$ cat src/hdl/scpc_pkg.sv
`default_nettype none

package scpc_pkg;

    // Reference clock feeding the PLL and the slow-mode divider
    localparam logic [23:0] REF_HZ = 24'd12000000;

    localparam logic [7:0] PRE_MAX = 8'hff;

    localparam int SLOW_W = 5;
    localparam int PLL_W  = 20;
    localparam int DIVB_W = 2;
    localparam int CFG_W  = 20;
    localparam int IDX_W  = 2;

    // Bit position of the slow-mode select in the slow-mode word
    localparam int SLOW_BIT = 4;

    localparam int DIV_W = 32;
    localparam int CNT_W = 5;

    localparam logic [IDX_W-1:0] CFG_SLOW = 2'd0;
    localparam logic [IDX_W-1:0] CFG_PLL  = 2'd1;
    localparam logic [IDX_W-1:0] CFG_DIVB = 2'd2;

    // Operation codes carried in the func field
    localparam logic FUNC_SET_RATE  = 1'b0;
    localparam logic FUNC_SLOW_DOWN = 1'b1;

    typedef struct packed {
        logic        func;
        logic [25:0] requested_hz;
    } scpc_in_t;

    typedef struct packed {
        logic [30:0] system_clock_hz;
        logic [7:0]  prescaler_value;
        logic [29:0] sd_clock_hz;
        logic        changed;
    } scpc_out_t;

    typedef struct packed {
        logic load_in;
        logic start_pclk;
        logic fin_pclk;
        logic start_q;
        logic fin_q;
        logic slow_step;
        logic start_sd;
        logic load_out;
    } scpc_cmd_t;

    typedef struct packed {
        logic div_done;
        logic func;
        logic out_free;
    } scpc_sts_t;

endpackage

`default_nettype wire

$ cat src/hdl/sd_clock_prescaler_calc.sv
`default_nettype none

// SD clock prescaler calculator. Each input word derives the peripheral clock
// from the 12 MHz reference and the slow-mode, PLL and divider registers, then
// either sets the 8-bit SD prescaler from a requested SD rate (func 0, rounded
// to nearest, clamped to 0..255) or slows the SD clock one step (func 1: below
// 4 add one, otherwise double, saturate at 255, report no change at 255). Every
// result word carries the peripheral clock, the prescaler and the SD clock
// pclk / (2 * (prescaler + 1)). All divisions run on one shared 32-bit
// restoring divider that retires one quotient bit per cycle. A func 0 word
// takes three divisions; a func 1 word takes two. One word is in work at a
// time; the next word is taken in the cycle after the result is loaded into
// the output register, and a stalled output register holds off that load.
// Write configuration only while the block is idle.
module sd_clock_prescaler_calc (
    input  wire logic                      clk,
    input  wire logic                      rst_n,
    input  wire logic                      cfg_we,
    input  wire logic [scpc_pkg::IDX_W-1:0] cfg_index,
    input  wire logic [scpc_pkg::CFG_W-1:0] cfg_data,
    input  wire logic                      in_valid,
    output logic                           in_stall,
    input  wire scpc_pkg::scpc_in_t        in_data,
    output logic                           out_valid,
    input  wire logic                      out_stall,
    output scpc_pkg::scpc_out_t            out_data
);
    import scpc_pkg::*;

    // Command and status between sequencer and datapath
    scpc_cmd_t cmd;
    scpc_sts_t sts;

    // Sequencer: steps the shared divider through pclk, rate quotient and SD clock
    scpc_ctrl u_ctrl (
        .clk      (clk),
        .rst_n    (rst_n),
        .in_valid (in_valid),
        .in_stall (in_stall),
        .cmd      (cmd),
        .sts      (sts)
    );

    // Datapath: config registers, prescaler state, divider and output register
    scpc_dp u_dp (
        .clk       (clk),
        .rst_n     (rst_n),
        .cmd       (cmd),
        .sts       (sts),
        .cfg_we    (cfg_we),
        .cfg_index (cfg_index),
        .cfg_data  (cfg_data),
        .in_data   (in_data),
        .out_valid (out_valid),
        .out_stall (out_stall),
        .out_data  (out_data)
    );

endmodule

`default_nettype wire

$ cat src/hdl/scpc_div.sv
`default_nettype none

module scpc_div (
    input  wire logic                      clk,
    input  wire logic                      rst_n,
    input  wire logic                      start,
    input  wire logic [scpc_pkg::DIV_W-1:0] dividend,
    input  wire logic [scpc_pkg::DIV_W-1:0] divisor,
    output logic                           done,
    output logic [scpc_pkg::DIV_W-1:0]     quotient
);
    import scpc_pkg::*;

    // Restoring divider, one quotient bit per cycle. A zero divisor yields all ones.
    logic [DIV_W-1:0] dq_reg, dq_next;
    logic [DIV_W-1:0] rem_reg, rem_next;
    logic [DIV_W-1:0] dvs_reg, dvs_next;
    logic [CNT_W-1:0] cnt_reg, cnt_next;
    logic             busy_reg, busy_next;
    logic             done_reg, done_next;
    logic [DIV_W:0]   trial;
    logic [DIV_W:0]   diff;
    logic             fits;

    assign trial = {rem_reg, dq_reg[DIV_W-1]};
    assign diff  = trial - {1'b0, dvs_reg};
    assign fits  = (trial >= {1'b0, dvs_reg});

    always_comb
    begin
        dq_next   = dq_reg;
        rem_next  = rem_reg;
        dvs_next  = dvs_reg;
        cnt_next  = cnt_reg;
        busy_next = busy_reg;
        done_next = 1'b0;
        if (start)
        begin
            dq_next   = dividend;
            rem_next  = '0;
            dvs_next  = divisor;
            cnt_next  = '0;
            busy_next = 1'b1;
        end
        else if (busy_reg)
        begin
            rem_next = fits ? diff[DIV_W-1:0] : trial[DIV_W-1:0];
            dq_next  = {dq_reg[DIV_W-2:0], fits};
            cnt_next = cnt_reg + 1'b1;
            if (cnt_reg == CNT_W'(DIV_W - 1))
            begin
                busy_next = 1'b0;
                done_next = 1'b1;
            end
        end
    end

    always_ff @(posedge clk or negedge rst_n)
    begin
        if (!rst_n)
        begin
            cnt_reg  <= '0;
            busy_reg <= 1'b0;
            done_reg <= 1'b0;
        end
        else
        begin
            cnt_reg  <= cnt_next;
            busy_reg <= busy_next;
            done_reg <= done_next;
        end
    end

    always_ff @(posedge clk)
    begin
        dq_reg  <= dq_next;
        rem_reg <= rem_next;
        dvs_reg <= dvs_next;
    end

    assign done     = done_reg;
    assign quotient = dq_reg;

`ifndef SYNTHESIS
    a_start_busy: assert property (@(posedge clk) disable iff (!rst_n)
        start |=> busy_reg)
        else $error("divider did not start");
    a_last_done: assert property (@(posedge clk) disable iff (!rst_n)
        (busy_reg && !start && cnt_reg == CNT_W'(DIV_W - 1)) |=> (done_reg && !busy_reg))
        else $error("divider did not finish after last step");
    a_done_idle: assert property (@(posedge clk) disable iff (!rst_n)
        done_reg |-> !busy_reg)
        else $error("divider done while busy");
`endif

endmodule

`default_nettype wire

$ cat src/hdl/scpc_dp.sv
`default_nettype none

module scpc_dp (
    input  wire logic                      clk,
    input  wire logic                      rst_n,
    input  wire scpc_pkg::scpc_cmd_t       cmd,
    output scpc_pkg::scpc_sts_t            sts,
    input  wire logic                      cfg_we,
    input  wire logic [scpc_pkg::IDX_W-1:0] cfg_index,
    input  wire logic [scpc_pkg::CFG_W-1:0] cfg_data,
    input  wire scpc_pkg::scpc_in_t        in_data,
    output logic                           out_valid,
    input  wire logic                      out_stall,
    output scpc_pkg::scpc_out_t            out_data
);
    import scpc_pkg::*;

    logic [SLOW_W-1:0] slow_reg;
    logic [PLL_W-1:0]  pll_reg;
    logic [DIVB_W-1:0] divb_reg;
    logic              func_reg;
    logic [25:0]       req_reg;
    logic [DIV_W-1:0]  pclk_reg;
    logic [7:0]        pre_reg, pre_next;
    logic              changed_reg, changed_next;
    scpc_out_t         out_reg;
    logic              out_valid_reg, out_valid_next;

    logic             div_start;
    logic [DIV_W-1:0] div_dvd;
    logic [DIV_W-1:0] div_dvs;
    logic             div_done;
    logic [DIV_W-1:0] quot;

    logic [8:0]       pll_m;
    logic [5:0]       pll_p;
    logic [8:0]       pll_ps;
    logic [2:0]       slow_d;
    logic [DIV_W:0]   pll_prod;
    logic [DIV_W-1:0] half1;
    logic [DIV_W-1:0] half2;
    logic [8:0]       pre_dbl;

    assign pll_m    = 9'(pll_reg[19:12]) + 9'd8;
    assign pll_p    = 6'(pll_reg[8:4]) + 6'd2;
    assign pll_ps   = 9'(pll_p) << pll_reg[1:0];
    assign slow_d   = slow_reg[2:0];
    assign pll_prod = 33'(pll_m) * 33'(REF_HZ);

    always_comb
    begin
        div_start = cmd.start_pclk | cmd.start_q | cmd.start_sd;
        div_dvd   = '0;
        div_dvs   = '0;
        priority if (cmd.start_pclk)
        begin
            if (slow_reg[SLOW_BIT])
            begin
                div_dvd = DIV_W'(REF_HZ);
                div_dvs = (slow_d == 3'd0) ? DIV_W'(1) : DIV_W'({slow_d, 1'b0});
            end
            else
            begin
                div_dvd = pll_prod[DIV_W-1:0];
                div_dvs = DIV_W'(pll_ps);
            end
        end
        else if (cmd.start_q)
        begin
            div_dvd = pclk_reg + DIV_W'(req_reg);
            div_dvs = DIV_W'({req_reg, 1'b0});
        end
        else if (cmd.start_sd)
        begin
            div_dvd = pclk_reg;
            div_dvs = DIV_W'({9'(pre_reg) + 9'd1, 1'b0});
        end
    end

    scpc_div u_div (
        .clk      (clk),
        .rst_n    (rst_n),
        .start    (div_start),
        .dividend (div_dvd),
        .divisor  (div_dvs),
        .done     (div_done),
        .quotient (quot)
    );

    assign half1   = divb_reg[1] ? (quot >> 1) : quot;
    assign half2   = divb_reg[0] ? (half1 >> 1) : half1;
    assign pre_dbl = {pre_reg, 1'b0};

    always_comb
    begin
        pre_next     = pre_reg;
        changed_next = changed_reg;
        if (cmd.fin_q)
        begin
            changed_next = 1'b1;
            priority if (quot == '0)
                pre_next = 8'd0;
            else if (quot > DIV_W'(256))
                pre_next = PRE_MAX;
            else
                pre_next = 8'(quot - 1'b1);
        end
        else if (cmd.slow_step)
        begin
            changed_next = (pre_reg != PRE_MAX);
            priority if (pre_reg == PRE_MAX)
                pre_next = pre_reg;
            else if (pre_reg < 8'd4)
                pre_next = pre_reg + 8'd1;
            else if (pre_dbl > 9'(PRE_MAX))
                pre_next = PRE_MAX;
            else
                pre_next = pre_dbl[7:0];
        end
    end

    assign sts.out_free = !out_valid_reg || !out_stall;
    assign sts.div_done = div_done;
    assign sts.func     = func_reg;

    always_comb
    begin
        out_valid_next = out_valid_reg;
        if (cmd.load_out)
            out_valid_next = 1'b1;
        else if (!out_stall)
            out_valid_next = 1'b0;
    end

    always_ff @(posedge clk or negedge rst_n)
    begin
        if (!rst_n)
        begin
            slow_reg      <= '0;
            pll_reg       <= '0;
            divb_reg      <= '0;
            pre_reg       <= '0;
            changed_reg   <= 1'b0;
            out_valid_reg <= 1'b0;
        end
        else
        begin
            if (cfg_we)
            begin
                unique case (cfg_index)
                    CFG_SLOW: slow_reg <= cfg_data[SLOW_W-1:0];
                    CFG_PLL:  pll_reg  <= cfg_data[PLL_W-1:0];
                    CFG_DIVB: divb_reg <= cfg_data[DIVB_W-1:0];
                    default:  ;
                endcase
            end
            pre_reg       <= pre_next;
            changed_reg   <= changed_next;
            out_valid_reg <= out_valid_next;
        end
    end

    always_ff @(posedge clk)
    begin
        if (cmd.load_in)
        begin
            func_reg <= in_data.func;
            req_reg  <= in_data.requested_hz;
        end
        if (cmd.fin_pclk)
            pclk_reg <= half2;
        if (cmd.load_out)
        begin
            out_reg.system_clock_hz <= pclk_reg[30:0];
            out_reg.prescaler_value <= pre_reg;
            out_reg.sd_clock_hz     <= quot[29:0];
            out_reg.changed         <= changed_reg;
        end
    end

    assign out_valid = out_valid_reg;
    assign out_data  = out_reg;

`ifndef SYNTHESIS
    a_pre_hold: assert property (@(posedge clk) disable iff (!rst_n)
        (!cmd.fin_q && !cmd.slow_step) |=> $stable(pre_reg))
        else $error("prescaler moved without an update command");
`endif

endmodule

`default_nettype wire

$ cat src/hdl/scpc_ctrl.sv
`default_nettype none

module scpc_ctrl (
    input  wire logic                clk,
    input  wire logic                rst_n,
    input  wire logic                in_valid,
    output logic                     in_stall,
    output scpc_pkg::scpc_cmd_t      cmd,
    input  wire scpc_pkg::scpc_sts_t sts
);
    import scpc_pkg::*;

    typedef enum logic [6:0] {
        S_IDLE    = 7'b0000001,
        S_PCLK    = 7'b0000010,
        S_QSTART  = 7'b0000100,
        S_QWAIT   = 7'b0001000,
        S_SDSTART = 7'b0010000,
        S_SDWAIT  = 7'b0100000,
        S_OUT     = 7'b1000000
    } state_t;

    state_t state_reg, state_next;

    always_comb
    begin
        state_next = state_reg;
        cmd        = '0;
        unique case (state_reg)
            S_IDLE:
            begin
                if (in_valid)
                begin
                    cmd.load_in    = 1'b1;
                    cmd.start_pclk = 1'b1;
                    state_next     = S_PCLK;
                end
            end
            S_PCLK:
            begin
                if (sts.div_done)
                begin
                    cmd.fin_pclk = 1'b1;
                    if (sts.func == FUNC_SLOW_DOWN)
                    begin
                        cmd.slow_step = 1'b1;
                        state_next    = S_SDSTART;
                    end
                    else
                    begin
                        state_next = S_QSTART;
                    end
                end
            end
            S_QSTART:
            begin
                cmd.start_q = 1'b1;
                state_next  = S_QWAIT;
            end
            S_QWAIT:
            begin
                if (sts.div_done)
                begin
                    cmd.fin_q  = 1'b1;
                    state_next = S_SDSTART;
                end
            end
            S_SDSTART:
            begin
                cmd.start_sd = 1'b1;
                state_next   = S_SDWAIT;
            end
            S_SDWAIT:
            begin
                if (sts.div_done)
                    state_next = S_OUT;
            end
            S_OUT:
            begin
                if (sts.out_free)
                begin
                    cmd.load_out = 1'b1;
                    state_next   = S_IDLE;
                end
            end
            default:
            begin
                state_next = S_IDLE;
            end
        endcase
    end

    always_ff @(posedge clk or negedge rst_n)
    begin
        if (!rst_n)
            state_reg <= S_IDLE;
        else
            state_reg <= state_next;
    end

    assign in_stall = (state_reg != S_IDLE);

`ifndef SYNTHESIS
    a_out_wait: assert property (@(posedge clk) disable iff (!rst_n)
        (state_reg == S_SDWAIT && sts.div_done) |=> (state_reg == S_OUT || state_reg == S_IDLE))
        else $error("result not handed to output stage");
`endif

endmodule

`default_nettype wire

$ cat config.mk
export PLATFORM = sky130hd
export DESIGN_NAME = sd_clock_prescaler_calc
export DESIGN_NICKNAME = d
export VERILOG_FILES = /design/src/hdl/scpc_pkg.sv /design/src/hdl/sd_clock_prescaler_calc.sv /design/src/hdl/scpc_div.sv /design/src/hdl/scpc_dp.sv /design/src/hdl/scpc_ctrl.sv
export SDC_FILE = /design/constraint.sdc
export NUM_CORES = 1
export LEC_CHECK = 0
export BUFFER_PORTS_ARGS = -buffer_cell sky130_fd_sc_hd__buf_2
export CAP_MARGIN = 20
export CELL_PAD_IN_SITES_DETAIL_PLACEMENT = 0
export CELL_PAD_IN_SITES_GLOBAL_PLACEMENT = 1
export CORE_MARGIN = 2
export CORE_UTILIZATION = 40
export DETAILED_ROUTE_END_ITERATION = 10
export PLACE_DENSITY_LB_ADDON = 0.15
export SETUP_SLACK_MARGIN = 0.2
export SLEW_MARGIN = 20
export SYNTH_ARGS = -nofsm -noshare
export SYNTH_HDL_FRONTEND = slang
export SYNTH_SLANG_ARGS = --single-unit
$ cat constraint.sdc
create_clock -name clk -period 5.11 [get_ports clk]
set_clock_uncertainty 0.1 [all_clocks]
set_input_delay 0.2555 -clock clk [delete_from_list [all_inputs] [get_ports clk]]
set_output_delay 0.2555 -clock clk [all_outputs]
set_load 0.1 [all_outputs]
==> results of run 1 <==
-- kinds of logic after synthesis --
logic type | after synthesis | synth area share
AO/OA/AOI/OAI | 428 | 0.160
XOR/XNOR | 84 | 0.0434
adder cells (fa/ha/maj) | 161 | 0.137
buffers and inverters | 200 | 0.0454
flip-flops | 265 | 0.438
multiplexers | 104 | 0.0632
other | 2 | 0.000443
AND/OR/NAND/NOR | 385 | 0.113
-- where the power goes --
group	switching (uW)	internal [uW]	leakage [uW]
registers	508	2950	0.00264
logic	5800	5030	0.00557
clock network	939	1430	0.000514
-- layer usage --
metal,global-route usage,up-vias,part of all wire
li1,-,6376,-
met1,0.306,6177,0.47
met2,0.346,314,0.46
met3,0.0344,58,0.054
met4,0.0448,0,0.020
met5,0,-,0
-- metrics by stage --
stage | power, uW | cells
finish | 16700 | 2400
global route | 18200 | 2400
CTS | 16600 | 2397
detailed placement | 13900 | 2287
global placement | 13900 | 2287
floorplan | 10800 | 1630
-- worst min-delay path: stages --
cell and delay, ps:
dlygate4sd3_1 520, buf_2 90, buf_4 470
-- Yosys cell counts, drive strengths merged, types with 12 or more instances --
master / n / area (sq um)
a22oi: 13 / 97.6
o21ai: 122 / 611
mux2: 24 / 270
nor3: 21 / 105
a31oi: 18 / 113
xor2: 30 / 263
a221oi: 12 / 111
nand3: 31 / 155
dfrtp: 44 / 1100
a21oi: 124 / 628
nor2: 113 / 424
dfxtp: 32 / 641
buf: 16 / 77.6
and2: 21 / 131
fa: 40 / 801
mux2i: 80 / 801
nand2: 91 / 342
o211ai: 17 / 143
ha: 121 / 1510
o21bai: 16 / 120
a211oi: 20 / 150
edfxtp: 188 / 5650
clkbuf: 48 / 180
nand4: 18 / 119
xnor2: 54 / 473
inv: 136 / 510
a21o: 24 / 180
-- timing repair --
action,in CTS,in global routing
endpoints found under the hold margin,94,0
pin swaps,10,14
setup endpoints to repair,7,9
buffers inserted,3,2
hold buffers,50,0
resized for setup,13,10
-- cell type report --
cell class / count / share of cell area
clock buffer: 34 / 0.0392
clock inverter: 23 / 0.0141
inverter: 136 / 0.0251
multi-input combinational: 1165 / 0.444
sequential: 265 / 0.365
tap: 539 / 0.0331
timing repair buffer: 238 / 0.0797
-- path summary, 6_finish.rpt --
path	from	to	slack (ps)
max	u_dp.pll_reg[15]	u_dp.u_div.quotient[31]	80
min	rst_n	u_dp.u_div.cnt_reg[3]	200
max reg2reg	u_dp.pll_reg[15]	u_dp.u_div.quotient[31]	80
min reg2reg	u_dp.func_reg	u_ctrl.state_reg[2]	330
max in group asynchronous	rst_n	u_dp.divb_reg[1]	4210
min in group clk	in_data[26]	u_dp.func_reg	300
==> results.json, run 1 <==
{
  "tritoncts": "built",
  "cp-end-kind": "flop",
  "cts.sinks": 265,
  "vias": 12900,
  "dp_hpwl_um": 34800,
  "h-tree-depth": 1,
  "setup_ws_ps": 76.4,
  "synth_area_sq_mm": 0.0169,
  "period_minus_slack_ps": 5030,
  "maxCapViolCount": 0,
  "io_buffers": 121,
  "post-place-ws_ps": -103,
  "utilization": 0.486,
  "critPathTopFamily": "adder cells",
  "critical_path_class": "flop to flop",
  "antenna_found_initial": 2,
  "cp-start-kind": "flop",
  "report.final.slew_viol_count": 0,
  "path_clk_slew_ps": 60,
  "final_area_sq_mm": 0.0203,
  "synth-main-ff-cell": "edfxtp_1",
  "status": "finished, final reports clean",
  "slowest_delay_ps": 520,
  "critical_path.cell_chain": "ha_4 > nand3_2 > xor2_2 > inv_2 > a21oi_4 > inv_2 > ha_4 > xor2_1 > ha_1 > fa_1 > inv_1 > fa_1 > inv_2 > ha_4 > a21oi_4 > inv_2 > o21ai_2 > a41oi_2 > or4b_4 > a31oi_4 > xnor2_2 > a22oi_1 > o21ai_1",
  "cp.arrival_ps": 5250,
  "holdWs_ps": 200,
  "period_share": 0.985,
  "post-route-drc-count": 0,
  "ys_warn_count": 0,
  "clk_latency_ps": 570,
  "hp-class": "input port to async pin",
  "drtAntennaViolNets": 0,
  "crit_fanout": 5,
  "ys_types": 82,
  "seq_area_sq_mm": 0.00742,
  "p_leak_uw": 0.00872,
  "gp_congestion": 0.888,
  "dieWidth_um": 210,
  "synth_async_sr_flop_share": 0.170,
  "cellPowerDensity_mw_per_mm2": 819,
  "worstSetupPathDepth": 23,
  "finalHoldViolations": 0,
  "wl_per_cell_um": 19.8,
  "relSlewSlack": 0.341,
  "die_h_um": 210,
  "grt_max_degree": 71,
  "die_area_sq_mm": 0.0440,
  "start_util": 0.405,
  "fillers": 3939,
  "ios": 126,
  "ir_worst_vdd_v": 0.000733,
  "first_global_vias": 12800,
  "diodes": 0,
  "synth_edf_count": 188,
  "grt_pass1_wl_um": 73600,
  "syn_avg_cell_area_sq_um": 10.4,
  "dr.pass1.iters": 5,
  "path_common_cell": "inv_2",
  "r2r_cells": 23,
  "layout_common_cells": "edfxtp_1, inv_1, buf_2",
  "nets": 2052,
  "rows": 75,
  "syn2layout_area_growth_pct": 20.1,
  "synth_cells": 1629,
  "cts_buffer_depth": 3,
  "numCtsBuffers": 31,
  "largest_reg_flops": 70,
  "rsz0062_at_grt": "true",
  "setup-violations-final": 0,
  "grt_use_total": 0.215,
  "drtIter0Drc": 816,
  "crit_buf_inv": 5,
  "drive_gt1_frac": 0.183,
  "viasPerCell": 5.39,
  "final.setup.tns_ps": 0,
  "multi_input_area_sq_mm": 0.00904,
  "final_common_cell": "edfxtp_1",
  "overflow": 0,
  "wl_um": 47600,
  "cp.required_ps": 5330,
  "yosysSeqAreaShare": 0.438,
  "ys_seq_elements": 265,
  "place_area_sq_mm": 0.0186,
  "tightest_slew_ps": 989,
  "core_sq_mm": 0.0419,
  "root_buffer": "clkbuf_16",
  "cpMaxStageDelayCell": "or4b_4",
  "fmax_ghz": 0.199
}
Note: power is estimated with default switching activity, not from simulation.
==> run 2, diff against run 1 <==
--- a/config.mk
+++ b/config.mk
@@ -12,9 +12,10 @@
 export CORE_MARGIN = 2
 export CORE_UTILIZATION = 40
 export DETAILED_ROUTE_END_ITERATION = 10
+export HOLD_SLACK_MARGIN = 0.08
 export PLACE_DENSITY_LB_ADDON = 0.15
-export SETUP_SLACK_MARGIN = 0.2
 export SLEW_MARGIN = 20
 export SYNTH_ARGS = -nofsm -noshare
 export SYNTH_HDL_FRONTEND = slang
 export SYNTH_SLANG_ARGS = --single-unit
+export TNS_END_PERCENT = 100
==> run 2 against run 1 <==
  * The flow now finishes with violations (setup timing)
  * Final cell count rose by 0.58%
  * Combinational power barely moved
  * Cell area rose by 0.81%
  * First-iteration DRC count rose by 7.7%
  * Worst hold slack improved by 36 ps
  * Critical endpoint unchanged
==> results.json, run 2 (synthesized netlist as in run 1, its figures left out) <==
{
  "status": "finished, violations left",
  "violations": "setup timing",
  "cp.required_ps": 5290,
  "tightest_slew_ps": 1100,
  "viasPerCell": 5.45,
  "cp.arrival_ps": 5320,
  "nets": 2065,
  "drtIter0Drc": 879,
  "dieWidth_um": 210,
  "final.setup.tns_ps": -33.4,
  "final_common_cell": "edfxtp_1",
  "wl_um": 48200,
  "pwr-share-clk": 0.149,
  "switching_share": 0.433,
  "die_h_um": 210,
  "cp-end-kind": "flop",
  "wl_per_cell_um": 20.0,
  "report.final.slew_viol_count": 0,
  "root_buffer": "clkbuf_16",
  "io_buffers": 121,
  "startpoint": "u_dp.pll_reg[16]",
  "start_util": 0.405,
  "dr.pass1.iters": 7,
  "p_leak_uw": 0.00884,
  "vias": 13200,
  "rows": 75,
  "setup_ws_ps": -23.0,
  "antenna_found_initial": 0,
  "drtAntennaViolNets": 0,
  "seqPwrFrac": 0.204,
  "diodes": 0,
  "p_comb_frac": 0.647,
  "power.switching_uw": 7400,
  "grt_pass1_wl_um": 74100,
  "dp_hpwl_um": 35300,
  "finalHoldViolations": 0,
  "largest_reg_flops": 70,
  "overflow": 0,
  "setup-violations-final": 2,
  "tritoncts": "built",
  "hp-class": "input port to async pin",
  "gp_congestion": 0.903,
  "layout_common_cells": "edfxtp_1, inv_1, buf_2",
  "critical_path_class": "flop to flop",
  "drive_gt1_frac": 0.182,
  "fmax_ghz": 0.195,
  "period_minus_slack_ps": 5130,
  "syn2layout_area_growth_pct": 21.1,
  "cp-start-kind": "flop",
  "clk_latency_ps": 550,
  "cts.sinks": 265,
  "h-tree-depth": 2,
  "layoutNonFillerInstCount": 2414,
  "cellPowerDensity_mw_per_mm2": 834,
  "grt_use_total": 0.218,
  "post-route-drc-count": 0,
  "cts_buffer_depth": 3,
  "first_global_vias": 12800,
  "relSlewSlack": 0.269,
  "period_share": 1.00,
  "grt_max_degree": 71,
  "power.internal_uw": 9710,
  "die_area_sq_mm": 0.0440,
  "crit_fanout": 4,
  "r2r_start": "u_dp.pll_reg[16]",
  "maxCapViolCount": 0,
  "finalPower_uw": 17100,
  "ir_worst_vdd_v": 0.000733,
  "rsz0062_at_grt": "true",
  "place_inst": 2294,
  "path_clk_slew_ps": 50,
  "core_sq_mm": 0.0419,
  "ios": 126,
  "numCtsBuffers": 34
}
## run 2: changes by cell type in the layout (fill, tap and decap cells not counted), sizes merged
cell / delta
dlygate4sd3: +1
clkinv: -1
clkinvlp: -6
clkbuf: +11
buf: +9
## run 2: worst max-delay path, stage by stage (launching register included)
cell and delay, ps:
dfrtp_1 380, ha_2 200, nand3_2 90, xor2_2 210, inv_2 80, a21oi_4 200
buf_6 120, buf_6 80, xnor2_2 60, ha_2 180, or2_4 230, fa_1 510
fa_1 580, ha_4 220, and4_1 190, a21oi_2 180, a41oi_2 150, or4b_4 570
a31oi_4 190, xnor2_2 90, a22oi_1 160, o21ai_1 90
## run 2: final cells by class
class                   instances  area [sq um]
clock buffers                  45           923
clock inverters                16           254
fillers                      3950         21300
inverters                     136           510
multi-input cells            1165          9020
flip-flops and latches        265          7420
well taps                     539           674
repair buffers                248          1710
## run 2: layer usage
layer | part of all wire | up-vias | GRT usage
li1 | - | 6402 | -
met1 | 0.46 | 6405 | 0.303
met2 | 0.46 | 287 | 0.349
met3 | 0.053 | 68 | 0.0413
met4 | 0.025 | 0 | 0.0626
met5 | 0 | - | 0
## run 2: repair_timing
action	4_1_cts	5_1_grt
buffers inserted	2	6
hold endpoints to repair	95	0
hold buffers	51	0
resized for setup	7	27
setup endpoints to repair	3	7
pin swaps	4	37
## run 2: power by group through the flow
| stage | Combinational (uW) | Sequential [uW] | Clock (uW) |
|---|---|---|---|
| finish | 11100 | 3480 | 2560 |
| global route | 12400 | 3540 | 2700 |
| CTS | 10300 | 3480 | 2620 |
| detailed placement | 10000 | 3520 | 0 |
| global placement | 9940 | 3510 | 0 |
| floorplan | 7290 | 3260 | 0 |
## run 2: path summary, 6_finish.rpt
check / to / slack (ps) / depth (start not counted)
setup / recovery: u_dp.u_div.quotient[31] / -20 / 21
hold / removal: u_dp.u_div.cnt_reg[2] / 240 / 3
setup reg to reg: u_dp.u_div.quotient[31] / -20 / 21
hold reg to reg: u_ctrl.state_reg[2] / 340 / 1
max in group asynchronous: u_dp.divb_reg[1] / 4200 / 3
min in group clk: u_dp.req_reg[3] / 320 / 2
## run 2: stage by stage
| step | hold slack (ps) | setup WS [ps] | area [sq um] | util |
|---|---|---|---|---|
| floorplan | -140 | 5.27 | 17000 | - |
| global placement | 279 | -62.9 | 18600 | 0.444 |
| detailed placement | 285 | -109 | 18600 | 0.444 |
| CTS | 245 | 6.38 | 20300 | 0.486 |
| global route | 315 | -274 | 20500 | 0.490 |
| finish | 236 | -23.0 | 20500 | 0.490 |
